$ cat src/ccev_pkg.sv
// Shared types, constants and fixed-point helpers for the cubic curve evaluator.
package ccev_pkg;

  localparam int unsigned FRAC_BITS = 12;
  localparam int unsigned T_W       = 13;
  localparam int unsigned FX_W      = 32;
  localparam int unsigned S_TDATA_W = 144;
  localparam int unsigned S_TUSER_W = 3;

  localparam logic [FX_W-1:0]        FX_ONE  = FX_W'(1) << FRAC_BITS;
  localparam logic signed [63:0]     FX_HALF = 64'sd1 <<< (FRAC_BITS - 1);
  localparam logic [FX_W-1:0]        DIV6_RECIP = 32'hAAAA_AAAB;
  localparam int unsigned            DIV6_SHIFT = 34;

  typedef enum logic [2:0] {
    MODE_CR_POS = 3'd0,
    MODE_CR_DIR = 3'd1,
    MODE_BS_POS = 3'd2,
    MODE_BS_DIR = 3'd3,
    MODE_BZ_POS = 3'd4
  } mode_t;

  // control values, powers of t and u, Catmull-Rom coefficients
  typedef struct packed {
    mode_t           mode;
    logic [FX_W-1:0] p0;
    logic [FX_W-1:0] p1;
    logic [FX_W-1:0] p2;
    logic [FX_W-1:0] p3;
    logic [T_W-1:0]  t;
    logic [FX_W-1:0] u;
    logic [FX_W-1:0] t2;
    logic [FX_W-1:0] u2;
    logic [FX_W-1:0] k0;
    logic [FX_W-1:0] k1;
    logic [FX_W-1:0] k2;
    logic [FX_W-1:0] k3;
    logic [FX_W-1:0] lin;
    logic [FX_W-1:0] sq;
    logic [FX_W-1:0] hd;
  } basis_t;

  // second-level products
  typedef struct packed {
    mode_t           mode;
    logic [FX_W-1:0] p0;
    logic [FX_W-1:0] p1;
    logic [FX_W-1:0] p2;
    logic [FX_W-1:0] p3;
    logic [T_W-1:0]  t;
    logic [FX_W-1:0] t2;
    logic [FX_W-1:0] u2;
    logic [FX_W-1:0] t3;
    logic [FX_W-1:0] m1;
    logic [FX_W-1:0] m2;
    logic [FX_W-1:0] m3;
    logic [FX_W-1:0] k0;
    logic [FX_W-1:0] k3;
    logic [FX_W-1:0] hd;
  } pow_t;

  // four product pairs plus an additive term
  typedef struct packed {
    logic [FX_W-1:0] x0;
    logic [FX_W-1:0] x1;
    logic [FX_W-1:0] x2;
    logic [FX_W-1:0] x3;
    logic [FX_W-1:0] y0;
    logic [FX_W-1:0] y1;
    logic [FX_W-1:0] y2;
    logic [FX_W-1:0] y3;
    logic [FX_W-1:0] e;
    logic            div6;
  } ops_t;

  typedef struct packed {
    logic [FX_W-1:0] q0;
    logic [FX_W-1:0] q1;
    logic [FX_W-1:0] q2;
    logic [FX_W-1:0] q3;
    logic [FX_W-1:0] e;
    logic            div6;
  } prod_t;

  typedef struct packed {
    logic [FX_W-1:0] s;
    logic            div6;
  } sum_t;

  // rounded signed fixed-point multiply, wraps to 32 bits
  function automatic logic [FX_W-1:0] fmul(input logic signed [FX_W-1:0] a,
                                           input logic signed [FX_W-1:0] b);
    logic signed [63:0] p;
    p = 64'(a) * 64'(b);
    p = p + FX_HALF;
    return p[FRAC_BITS+FX_W-1:FRAC_BITS];
  endfunction

  // signed divide by two, truncating toward zero
  function automatic logic [FX_W-1:0] half(input logic [FX_W-1:0] x);
    logic [FX_W-1:0] s;
    s = x + FX_W'(x[FX_W-1]);
    return {s[FX_W-1], s[FX_W-1:1]};
  endfunction

endpackage

$ cat src/ccev_div6.sv
// Back pipeline: signed divide by six toward zero by reciprocal multiply, or pass-through when div6 is clear.
module ccev_div6 (
  input  logic                      clk,
  input  logic                      rst,
  input  logic                      in_valid,
  output logic                      in_ready,
  input  ccev_pkg::sum_t            in_data,
  output logic                      out_valid,
  input  logic                      out_ready,
  output logic [ccev_pkg::FX_W-1:0] out_value
);
  import ccev_pkg::*;

  logic            mag_valid;
  logic            mag_ready;
  logic [FX_W-1:0] mag;
  logic [FX_W-1:0] mag_next;
  logic            neg;
  logic            neg_next;
  logic [FX_W-1:0] abs_s;
  logic [63:0]     recip_prod;

  logic            res_valid;
  logic            res_ready;
  logic [FX_W-1:0] res;

  assign neg_next   = in_data.div6 && in_data.s[FX_W-1];
  assign abs_s      = in_data.s[FX_W-1] ? (FX_W'(0) - in_data.s) : in_data.s;
  assign recip_prod = 64'(abs_s) * 64'(DIV6_RECIP);
  assign mag_next   = in_data.div6 ? FX_W'(recip_prod >> DIV6_SHIFT) : in_data.s;

  assign mag_ready = !mag_valid || res_ready;
  assign in_ready  = mag_ready;

  always_ff @(posedge clk) begin
    if (rst) begin
      mag_valid <= 1'b0;
    end else if (mag_ready) begin
      mag_valid <= in_valid;
    end
  end

  always_ff @(posedge clk) begin
    if (mag_ready && in_valid) begin
      mag <= mag_next;
      neg <= neg_next;
    end
  end

  assign res_ready = !res_valid || out_ready;

  always_ff @(posedge clk) begin
    if (rst) begin
      res_valid <= 1'b0;
    end else if (res_ready) begin
      res_valid <= mag_valid;
    end
  end

  always_ff @(posedge clk) begin
    if (res_ready && mag_valid) begin
      res <= neg ? (FX_W'(0) - mag) : mag;
    end
  end

  assign out_valid = res_valid;
  assign out_value = res;

endmodule

$ cat config.mk
export PLATFORM = sky130hd
export DESIGN_NAME = ccev_div6
export DESIGN_NICKNAME = d
export VERILOG_FILES = /design/src/ccev_pkg.sv /design/src/ccev_div6.sv
export SDC_FILE = /design/constraint.sdc
export NUM_CORES = 1
export LEC_CHECK = 0
export ABC_AREA = 1
export BUFFER_PORTS_ARGS = -buffer_cell sky130_fd_sc_hd__clkbuf_2
export CAP_MARGIN = 40
export CORE_ASPECT_RATIO = 1.2
export CORE_MARGIN = 2
export CORE_UTILIZATION = 45
export DETAILED_ROUTE_END_ITERATION = 7
export GPL_TIMING_DRIVEN = 0
export PLACE_DENSITY_LB_ADDON = 0.1
export SKIP_LAST_GASP = 1
export SLEW_MARGIN = 20
export SYNTH_ARGS = -nofsm -noshare
export SYNTH_HDL_FRONTEND = slang
export SYNTH_SLANG_ARGS = --single-unit
$ cat constraint.sdc
create_clock -name clk -period 12.1 [get_ports clk]
set_input_delay 2.42 -clock clk [delete_from_list [all_inputs] [get_ports clk]]
set_output_delay 2.42 -clock clk [all_outputs]
set_load 0.02 [all_outputs]
=== Word level (Yosys, flattened, before mapping) ===
Cells that the tools add are included.

* Bits in registers: 67
* Bits in latches: 0
* Bits in writable memories: 0
* Bits in read-only memories: 0
* Input bits: 37
* Logic and storage cells: 19
* Memories: 0

* $add $sub $neg: 2
* $mul: 1
* Div/mod/pow operators: 0
* $lt $le $gt $ge: 0
* Equality and inequality tests: 0
* Shifts and indexed selects: 0
* Mux-type cells: 3
* Bitwise logic cells: 0
* Reductions and logical operators: 7

{| class="wikitable"
|+ Operators with widths
! cell !! count
|-
| 32-bit by 32-bit multiplier with 64-bit output (second input constant) || 1
|-
| 32-bit 2-to-1 mux || 2
|-
| 1-bit by 32-bit subtractor with 32-bit output (first input constant) || 2
|-
| 30-bit 2-to-1 mux || 1
|-
| 1-bit logical AND || 3
|-
| 1-bit logical NOT || 2
|-
| 1-bit logical OR || 2
|}

=== Depth between registers and ports, before layout ===
* Word-level depth: 4
* Gate-level depth with buffers: 41

=== Worst setup path before layout ===
OpenSTA, ideal clock, no wires.

* Path type: input-to-reg
* Start point: input in_data[1] in the netlist's numbering
* End point: register mag[21], data pin
* Library setup time: 0.254 ns
* Arrival: 8.900 ns
* Path slack: 2.946 ns
* Cell stages on the path: 33
* Cells stage by stage: inv_1 -> ha_1 -> nand3_2 -> nor2_2 -> nand2_2 -> nor2_1 -> nand2_1 -> nand2_2 -> xor2_1 -> ha_1 -> xnor2_1 -> o21ai_0 -> fa_1 -> inv_1 -> fa_1 -> inv_1 -> fa_1 -> fa_1 -> fa_1 -> inv_1 -> fa_1 -> inv_1 -> ha_1 -> a21oi_1 -> o21ai_0 -> inv_1 -> nand2_1 -> a21oi_1 -> nor2_1 -> nor2_1 -> nand3_1 -> nand3_1 -> nand2_1

* Longest elaborated chain between the ends: 4

{| class="wikitable"
|+ Ends and longest elaborated chain
! what !! RTL line !! source
|-
| start: declaration || ccev_div6.sv:7 || <nowiki>input ccev_pkg::sum_t in_data,</nowiki>
|-
| 1-bit by 32-bit subtractor with 32-bit output || ccev_div6.sv:28 || <nowiki>assign abs_s = in_data.s[FX_W-1] ? (FX_W'(0) - in_data.s) : in_data.s;</nowiki>
|-
| 32-bit 2-to-1 mux (*) || ccev_div6.sv:28 ||
|-
| 32-bit by 32-bit multiplier with 64-bit output (*) || ccev_div6.sv:29 || <nowiki>assign recip_prod = 64'(abs_s) * 64'(DIV6_RECIP);</nowiki>
|-
| 30-bit 2-to-1 mux (*) || ccev_div6.sv:30 || <nowiki>assign mag_next = in_data.div6 ? FX_W'(recip_prod >> DIV6_SHIFT) : in_data.s;</nowiki>
|-
| net mag_next[21] || ccev_div6.sv:17 || <nowiki>logic [FX_W-1:0] mag_next;</nowiki>
|-
| end signal: assignment || ccev_div6.sv:45 || <nowiki>mag <= mag_next;</nowiki>
|-
| end: declaration || ccev_div6.sv:16 || <nowiki>logic [FX_W-1:0] mag;</nowiki>
|}

Mark *: on every way through the listed nets, which the timed path passes. The rest lies on a longest branch.
A chain may end at the register's enable or synchronous reset.

=== Worst setup path in the final report ===
* Start point: input in_data[1] in the netlist's numbering
* End point: register mag[11], data pin

The elaborated chain is that of the path after synthesis.

==> results.yml <==
status:
  status: "finished clean"
final_layout:
  regArea_um2: 1990
  fillers: 4947
  final_nets: 3639
  postLayoutCellArea_um2: 24000
  multi_input_area_um2: 17500
  drive_above_1_share: 0.0544
  syn2layout_area_growth_pct: 6.74
grt:
  grt_max_degree: 34
  grt-ovfl-total: 0
  track_usage: 0.320
  grt_pass1_wl_um: 121000
  grt_pass1_vias: 19800
  grt_antenna_before_repair: 1
critical_path:
  crit_arrival_ns: 11.76
  end_kind: "register"
  critPathSlowestCell: "fa_1"
  cp.required_ns: 12.18
  crit_path_frequent_cell: "nand2_1"
  crit_fanout: 11
  cp-start-kind: "primary input"
  path_class: "in -> reg"
  critical_path.max_stage_delay_ns: 0.64
sta:
  tns_ns: 0
  rsz0062_at_grt: "false"
  worst_pin_slew_ns: 0.883
  slew_headroom: 0.407
  post-route-period-util: 0.966
  fmax_mhz: 85.6
  hold_viol: 0
  worst_slack_ns: 0.415
  min_period_ns: 11.68
  slew_viol_final: 0
  whs_ns: 0.496
  finClkSkew_ns: 0.00357
  final-setup-viol-count: 0
synth:
  synth_nets: 3548
  synth.most_common_cell: "inv_1"
  synth-main-ff-cell: "edfxtp_1"
  synth_edf_count: 65
  ys_ff_latch: 67
  ys_top_cells_by_area: "fa_1 (32%), ha_1 (18%), inv_1 (13%), edfxtp_1 (8.7%), nand2_1 (8.6%)"
  yosysWarnings: 0
  synth_top_area_frac: 0.317
  syn_area_um2: 22500
  yosysSeqAreaShare: 0.0885
  syn_inst: 2825
  synthArstFlopShare: 0
  synth_top_area_cell: "fa_1"
  syn_avg_cell_area_um2: 7.96
  synth_cell_types: 47
  yosys-top-cells-count: "inv_1 (786), nand2_1 (514), fa_1 (356)"
clocking:
  clk_pin_slew_worst_paths_ns: 0.05
  cts_tree: "yes"
  cts_root_buf: "clkbuf_16"
  htree_levels: 3
  clockBufferDepth: 2
  postCtsSetupBuffers: 0
  worstSkewPairLatency_ns: 0.34
  cts_buffers: 9
  post_cts_resized: 0
  cts_num_sinks: 67
  cts_hold_buf: 0
detailed_routing:
  drc: 0
  postRouteAntennaNets: 0
  drtIter0Drc: 1317
  wl_per_cell_um: 22.6
  drt-total-wl_um: 80500
  dr_total_vias: 18400
  drt-vias-per-instance: 5.17
  drtPass1Iterations: 5
floorplanning:
  initial_utilization: 0.456
  io_pins: 71
  dieArea_um2: 51800
  fp.dieW_um: 208
  row_count: 89
  core_um2: 49300
  die_y_um: 249
place:
  placedInstanceArea_um2: 23700
  dp_slack_ns: 0.230
  place.gp.congestion: 1.07
  port-buffer-count: 68
  place_hpwl_um: 73000
hold_path:
  holdCritPathClass: "reg -> reg"
flow_run:
  drv_cap: 0
per-stage QoR:
step                      cells   util
after floorplan            2825      -
after global placement     3530  0.479
after detailed placement   3540  0.481
after CTS                  3556  0.486
after global routing       3558  0.487
final                      3559  0.487
flip-flops by register name, indices dropped and copies added (netlist names):
| name | cells |
|---|---|
| mag_valid | 1 |
| mag | 32 |
| out_valid | 1 |
| neg | 1 |
| out_value | 32 |
final timing paths:
check | startpoint | endpoint | slack [ns] | cells past startpoint
max | in_data[1] | mag[11] | 0.42 | 36
min | mag[0] | out_value[0] | 0.50 | 0
max reg2reg | mag[2] | out_value[31] | 9.53 | 7
min reg2reg | mag[0] | out_value[0] | 0.50 | 0
critical path: cells and delay by family:
kind / cells / cell delay, ns
XOR/XNOR: 3 / 1.54
buffers and inverters: 7 / 0.97
adder cells (fa/ha/maj): 9 / 4.26
AO/OA/AOI/OAI: 1 / 0.09
AND/OR/NAND/NOR: 16 / 2.43
logic make-up after synthesis:
kind of cell / synth area share
AO/OA/AOI/OAI: 0.0478
XOR/XNOR: 0.0491
adder cells (fa/ha/maj): 0.500
buffers and inverters: 0.136
flip-flops: 0.0885
AND/OR/NAND/NOR: 0.178
cells in the final DEF (no fill, tap or decap), types with 3 or more instances in the layout:
| master | n |
|---|---|
| xor2_4 | 5 |
| clkbuf_16 | 9 |
| inv_2 | 9 |
| inv_1 | 785 |
| nor2_1 | 222 |
| nor3_1 | 21 |
| o21ai_1 | 3 |
| or2_1 | 3 |
| buf_2 | 3 |
| xor2_1 | 75 |
| clkbuf_2 | 68 |
| nand2_2 | 17 |
| nand3_2 | 8 |
| o21a_1 | 3 |
| o21ai_0 | 73 |
| edfxtp_1 | 65 |
| xnor2_1 | 26 |
| nor2_4 | 4 |
| nor2_2 | 3 |
| fa_1 | 356 |
| clkbuf_1 | 14 |
| buf_4 | 11 |
| or2_2 | 4 |
| o21bai_1 | 10 |
| xor2_2 | 3 |
| nand3_1 | 116 |
| ha_1 | 330 |
| clkinv_1 | 5 |
| a21oi_1 | 96 |
| nand2_1 | 514 |
| nand4_1 | 21 |
| nand3b_1 | 6 |
| nor4_1 | 5 |
layer usage:
| layer | GRT usage | part of all wire | vias up |
|---|---|---|---|
| li1 | - | - | 8705 |
| met1 | 0.385 | 0.40 | 8903 |
| met2 | 0.551 | 0.48 | 599 |
| met3 | 0.0449 | 0.057 | 197 |
| met4 | 0.182 | 0.069 | 0 |
| met5 | 0 | 0 | - |
cell type report:
| cell class | instances | area share |
|---|---|---|
| well taps | 637 | 0.0332 |
| diodes | 1 | 0.000104 |
| flip-flops and latches | 67 | 0.0830 |
| clock buffers | 11 | 0.00969 |
| clock inverters | 5 | 0.000834 |
| repair buffers | 80 | 0.0188 |
| multi-input cells | 1946 | 0.727 |
| inverters | 795 | 0.124 |
| plain buffers | 17 | 0.00307 |
Power is not shown: default switching activity piles up to over one toggle a cycle in this logic, so the estimate is an artifact.
